==> src/rtl/ffha_pkg.sv <==
// Package for the first-fit heap allocator: sizes, status codes, table entry type.
// No dependencies.
`timescale 1ns / 1ps
package ffha_pkg;
	localparam int MaxBlocks   = 32;
	localparam int HeaderBytes = 16;
	localparam int AddrBits    = 16;
	localparam int IdxBits     = $clog2(MaxBlocks);
	localparam int CntBits     = $clog2(MaxBlocks + 1);
	// header address and length carry one spare bit so sums do not wrap
	localparam int LenBits     = 17;
	localparam logic [16:0] HeapReset = 17'd50000;

	localparam logic [1:0] ST_OK         = 2'd0;
	localparam logic [1:0] ST_NO_FIT     = 2'd1;
	localparam logic [1:0] ST_NOT_FOUND  = 2'd2;
	localparam logic [1:0] ST_TABLE_FULL = 2'd3;

	localparam logic OP_ALLOC = 1'b0;
	localparam logic OP_FREE  = 1'b1;

	typedef struct packed {
		logic [LenBits-1:0] hdr;
		logic [LenBits-1:0] len;
		logic               used;
	} entry_t;

	// controller -> datapath
	typedef struct packed {
		logic init;      // candidate index to zero
		logic load_req;  // capture request
		logic scan_clr;  // index to zero
		logic scan_end;  // index to count
		logic scan_inc;  // index + 1
		logic scan_dec;  // index - 1
		logic grab;      // capture entry at index as candidate
		logic wr_split;  // write split pieces, count + 1
		logic shift_up;
		logic shift_dn;
		logic wr_cand;   // write candidate back at cand index
		logic merge_chk; // capture merge of cand with next
		logic set_res;
	} cmd_t;

	// datapath -> controller
	typedef struct packed {
		logic at_end;     // index >= count
		logic hit;        // entry at index matches the search
		logic split_need;
		logic full;
		logic can_merge;
		logic shup_done;  // up shift reached cand + 1
		logic shdn_done;  // down shift reached the last entry
		logic cand_zero;
	} stat_t;
endpackage

==> src/rtl/ffha_ctrl.sv <==
// Controller state machine sequencing scan, split, shift and merge steps.
// Depends on ffha_pkg.
`timescale 1ns / 1ps
module ffha_ctrl (
	input  logic             clk,
	input  logic             arst_n,
	input  logic             in_valid,
	output logic             in_ready,
	input  logic             in_op,
	output logic             out_valid,
	input  logic             out_ready,
	output ffha_pkg::cmd_t   cmd,
	input  ffha_pkg::stat_t  stat,
	output logic [1:0]       set_status
);
	localparam logic [3:0] S_IDLE = 4'd0, S_SCAN = 4'd1, S_SHUP = 4'd2,
		S_SPLIT = 4'd3, S_MRG = 4'd4, S_SHDN = 4'd5, S_PREV = 4'd6,
		S_DONE = 4'd7, S_WRC = 4'd8, S_MRG2 = 4'd9;
	logic [3:0] st_q, st_n;
	logic       op_q, prev_q, prev_n, ov_q, ov_n;
	logic [1:0] sts_q, sts_n;

	assign in_ready  = (st_q == S_IDLE) && (!ov_q || out_ready);
	assign out_valid = ov_q;
	assign set_status = sts_n;

	always_comb begin
		cmd = '0;
		st_n = st_q;
		sts_n = sts_q;
		prev_n = prev_q;
		ov_n = ov_q && !out_ready;
		case (st_q)
			S_IDLE: begin
				if (in_valid && in_ready) begin
					cmd.load_req = 1'b1;
					cmd.scan_clr = 1'b1;
					st_n = S_SCAN;
				end
			end
			S_SCAN: begin
				if (stat.at_end) begin
					sts_n = (op_q == ffha_pkg::OP_ALLOC) ? ffha_pkg::ST_NO_FIT
						: ffha_pkg::ST_NOT_FOUND;
					st_n = S_DONE;
				end else if (stat.hit) begin
					cmd.grab = 1'b1;
					st_n = S_WRC;
				end else cmd.scan_inc = 1'b1;
			end
			S_WRC: begin
				sts_n = ffha_pkg::ST_OK;
				if (op_q == ffha_pkg::OP_ALLOC && stat.split_need) begin
					if (stat.full) begin
						sts_n = ffha_pkg::ST_TABLE_FULL;
						st_n = S_DONE;
					end else begin
						cmd.scan_end = 1'b1;
						st_n = S_SHUP;
					end
				end else begin
					cmd.wr_cand = 1'b1;
					prev_n = 1'b0;
					st_n = (op_q == ffha_pkg::OP_ALLOC) ? S_DONE : S_MRG;
				end
			end
			S_SHUP: begin
				// idx sits at count; copy down to cand+2
				if (stat.shup_done) st_n = S_SPLIT;
				else cmd.shift_up = 1'b1;
			end
			S_SPLIT: begin
				cmd.wr_split = 1'b1;
				st_n = S_DONE;
			end
			S_MRG: begin
				if (stat.can_merge) begin
					cmd.merge_chk = 1'b1;
					st_n = S_SHDN;
				end else st_n = S_PREV;
			end
			S_SHDN: begin
				cmd.shift_dn = 1'b1;
				if (stat.shdn_done) st_n = S_PREV;
			end
			S_PREV: begin
				if (!prev_q && !stat.cand_zero) begin
					cmd.scan_dec = 1'b1;
					prev_n = 1'b1;
					st_n = S_MRG2;
				end else st_n = S_DONE;
			end
			S_MRG2: st_n = S_MRG;
			S_DONE: begin
				if (!ov_q || out_ready) begin
					cmd.set_res = 1'b1;
					ov_n = 1'b1;
					st_n = S_IDLE;
				end
			end
			default: st_n = S_IDLE;
		endcase
	end

	always_ff @(posedge clk or negedge arst_n) begin
		if (!arst_n) begin
			st_q <= S_IDLE;
			op_q <= 1'b0;
			prev_q <= 1'b0;
			ov_q <= 1'b0;
			sts_q <= ffha_pkg::ST_OK;
		end else begin
			st_q <= st_n;
			prev_q <= prev_n;
			ov_q <= ov_n;
			sts_q <= sts_n;
			if (cmd.load_req) op_q <= in_op;
		end
	end
endmodule

==> config.mk <==
export PLATFORM = sky130hd
export DESIGN_NAME = ffha_ctrl
export DESIGN_NICKNAME = d
export VERILOG_FILES = /design/src/rtl/ffha_pkg.sv /design/src/rtl/ffha_ctrl.sv
export SDC_FILE = /design/constraint.sdc
export NUM_CORES = 1
export LEC_CHECK = 0
export BUFFER_PORTS_ARGS = -buffer_cell sky130_fd_sc_hd__buf_2
export CAP_MARGIN = 20
export CORE_AREA = 2 2 45 47
export DETAILED_ROUTE_END_ITERATION = 10
export DIE_AREA = 0 0 47 49
export GPL_ROUTABILITY_DRIVEN = 0
export PLACE_DENSITY_LB_ADDON = 0.2
export SYNTH_ARGS = -nofsm -noshare
export SYNTH_HDL_FRONTEND = slang
export SYNTH_SLANG_ARGS = --single-unit
==> constraint.sdc <==
create_clock -name clk -period 3.8 [get_ports clk]
set_input_delay 0.38 -clock clk [delete_from_list [all_inputs] [get_ports clk]]
set_output_delay 0.38 -clock clk [all_outputs]
set_load 0.02 [all_outputs]
==> metrics.txt <==
initial antenna violation count 0; # diodes 0; status finished clean; RSZ-0062 raised after global routing no; WHS Endpoint op_q$_DFFE_PN0P_; DR vias/cell 5.00; Slew Limit Fails 0; Power Dens Cells 804 nW/um2; Final Cycle Share 0.581; R2R setup slack 2.01 ns; flops & latches, synth 9; die area 2300 um2; Die Height 49 um; Root Buffer clkbuf_4; Initial DRC Count 20; crit path max fanout 13; total track usage 0.157; Critical Path Sink Type output pin; Clock Latency Late Sink 0.25 ns; Max clock buf depth 2; synth top area cells dfrtp_1, nor2_1, mux2_1; Cell variety after synth 37; WHS Path Cells 2; Sinks on Clock Net 9; final WL 1630 um; CP Launch Type register; final hold violations 0; CTS tree done; largest net degree at the start of global routing 16; Design Area, Final 900 um2; core area 1840 um2; Hold WC Path Type input pin to register; Wirelength per Cell 12.0 um; WP data arrival 1.83 ns; sequential share of the synthesized area 0.313; H-tree depth 1; critical-path cell list nor4b_1 > nor2_1 > a221o_1 > buf_2; via count 680; Slew HR 0.650; Worst Skew 0.00727 ns; synthesized area 719 um2; Final min period 2.21 ns; total CTS buffers 3; setup ws final 1.59 ns; Critical Path Max Stage Delay 0.50 ns; Syn Area/Cell 8.77 um2; clock slew at reported path FFs 0.06 ns; Hold Startpoint in_op; Yosys top cell by area dfrtp_1; Final nets 123; Final Setup Violations 0; first-pass GRT wire length 2790 um; Layout area overhead 25.0%; reg2reg end st_q[0]$_DFFE_PN0P_; Top Ports 30; Setup Buffers After CTS 0; TNS Setup 0 ns; CP Class register to output pin; die extent in x 47 um; Reg2Reg Depth 4; drt pass-1 iters 4; syn_nets 95; Setup Slack @ Placement 1.87 ns; row count 16; CP required 3.42 ns; vias in the first global route 616; worst IR drop on VDD 0.000398 V; PortBufs 28; Leak 0.000437 uW; CP max stage cell dfrtp_1; Post-route DRC 0; layout cell share with drive strength beyond 1 0.349; f_max 0.453 GHz; top-area cell type share of the netlist area 0.313; placed cell areas 862 um2; worst r2r src st_q[1]$_DFFE_PN0P_; Cells after Synth 82; measured slew at the worst slew-check pin 0.520 ns; Routed Antenna Nets 0; leading cell type in the layout, fill and taps excluded buf_2; count of yosys warnings during synthesis 0; Max-Cap Viols 0; GRT Residual Overflow 0; most frequent cells in the layout buf_2, nor2_1, dfrtp_1; Initial Util 0.391
-- through the flow --
step,std cells,total power [uW],utilization,hold WS (ns)
after global routing,136,792,0.488,0.351
final,136,723,0.488,0.351
after CTS,136,728,0.488,0.351
after detailed placement,131,656,0.468,0.238
after global placement,131,656,0.468,0.234
after floorplan,82,554,-,0.0844
-- synth_stat cells --
master    number
nand2b_1       5
a21o_1         2
and3_1         3
nand4b_1       1
o21ai_0        1
nand2_1        3
nor4_2         1
nor2b_1        3
nor4_4         1
or3_1          1
a221o_1        1
or4_4          1
conb_1         1
buf_1          1
buf_4          2
nor3b_1        2
a21oi_1        3
clkbuf_1       2
nand3_1        2
a21oi_4        1
nor2_1        11
mux2_1         3
o32ai_2        1
o21bai_1       2
o211ai_1       1
o32ai_1        1
and2_1         1
inv_1          2
o221ai_1       2
dfrtp_1        9
o22a_1         1
o21a_1         3
or2_4          1
nor3_1         3
nor4_1         1
buf_2          1
nor4b_1        2
-- timing repair --
item	CTS	global route
setup endpoints to repair	0	0
hold endpoints to repair	9	0
gates resized for setup	0	0
hold buffers	1	0
-- worst max-delay path by stage --
stage,startpoint,end,cells past startpoint
final,st_q[1]$_DFFE_PN0P_,set_status[1],4
after global routing,st_q[1]$_DFFE_PN0P_,set_status[0],5
after CTS,st_q[1]$_DFFE_PN0P_,set_status[1],4
after detailed placement,st_q[1]$_DFFE_PN0P_,set_status[1],4
after global placement,st_q[1]$_DFFE_PN0P_,set_status[1],4
after floorplan,st_q[3]$_DFFE_PN0P_,cmd[11],3
-- critical path, delay by kind of cell, from the launching register on --
kind                   cells  cell delay, ns
buffers and inverters      1            0.17
AO/OA/AOI/OAI              1            0.33
AND/OR/NAND/NOR            2            0.58
flip-flops                 1            0.50
-- per-layer routing --
metal / track usage / wire length [um] / vias up
li1: - / - / 354
met1: 0.246 / 792 / 312
met2: 0.235 / 768 / 14
met3: 0.0259 / 73 / 0
met4: 0.00926 / 0 / 0
met5: 0 / 0 / -
-- area by class of cell --
type | count | area, um2
multi-input combinational | 65 | 455
inverter | 2 | 7.51
tap | 27 | 33.8
clock buffer | 3 | 22.5
sequential | 9 | 225
clock inverter | 1 | 5.00
timing repair buffer | 29 | 150
fill | 201 | 942
-- report_power, final --
part,internal (uW),switching [uW]
Clock,38.6,30.4
Combinational,191,238
Sequential,143,81.8
-- state kept, by name (all words and copies together) (netlist names) --
register,flops
out_valid,1
sts_q,2
st_q,4
prev_q,1
op_q,1
-- cell families after synthesis --
| kind of cell | synth area share |
|---|---|
| AND/OR/NAND/NOR | 0.362 |
| AO/OA/AOI/OAI | 0.219 |
| flip-flops | 0.313 |
| buffers and inverters | 0.0539 |
| multiplexers | 0.0470 |
| other | 0.00521 |
(Power assumes the default switching activity.)
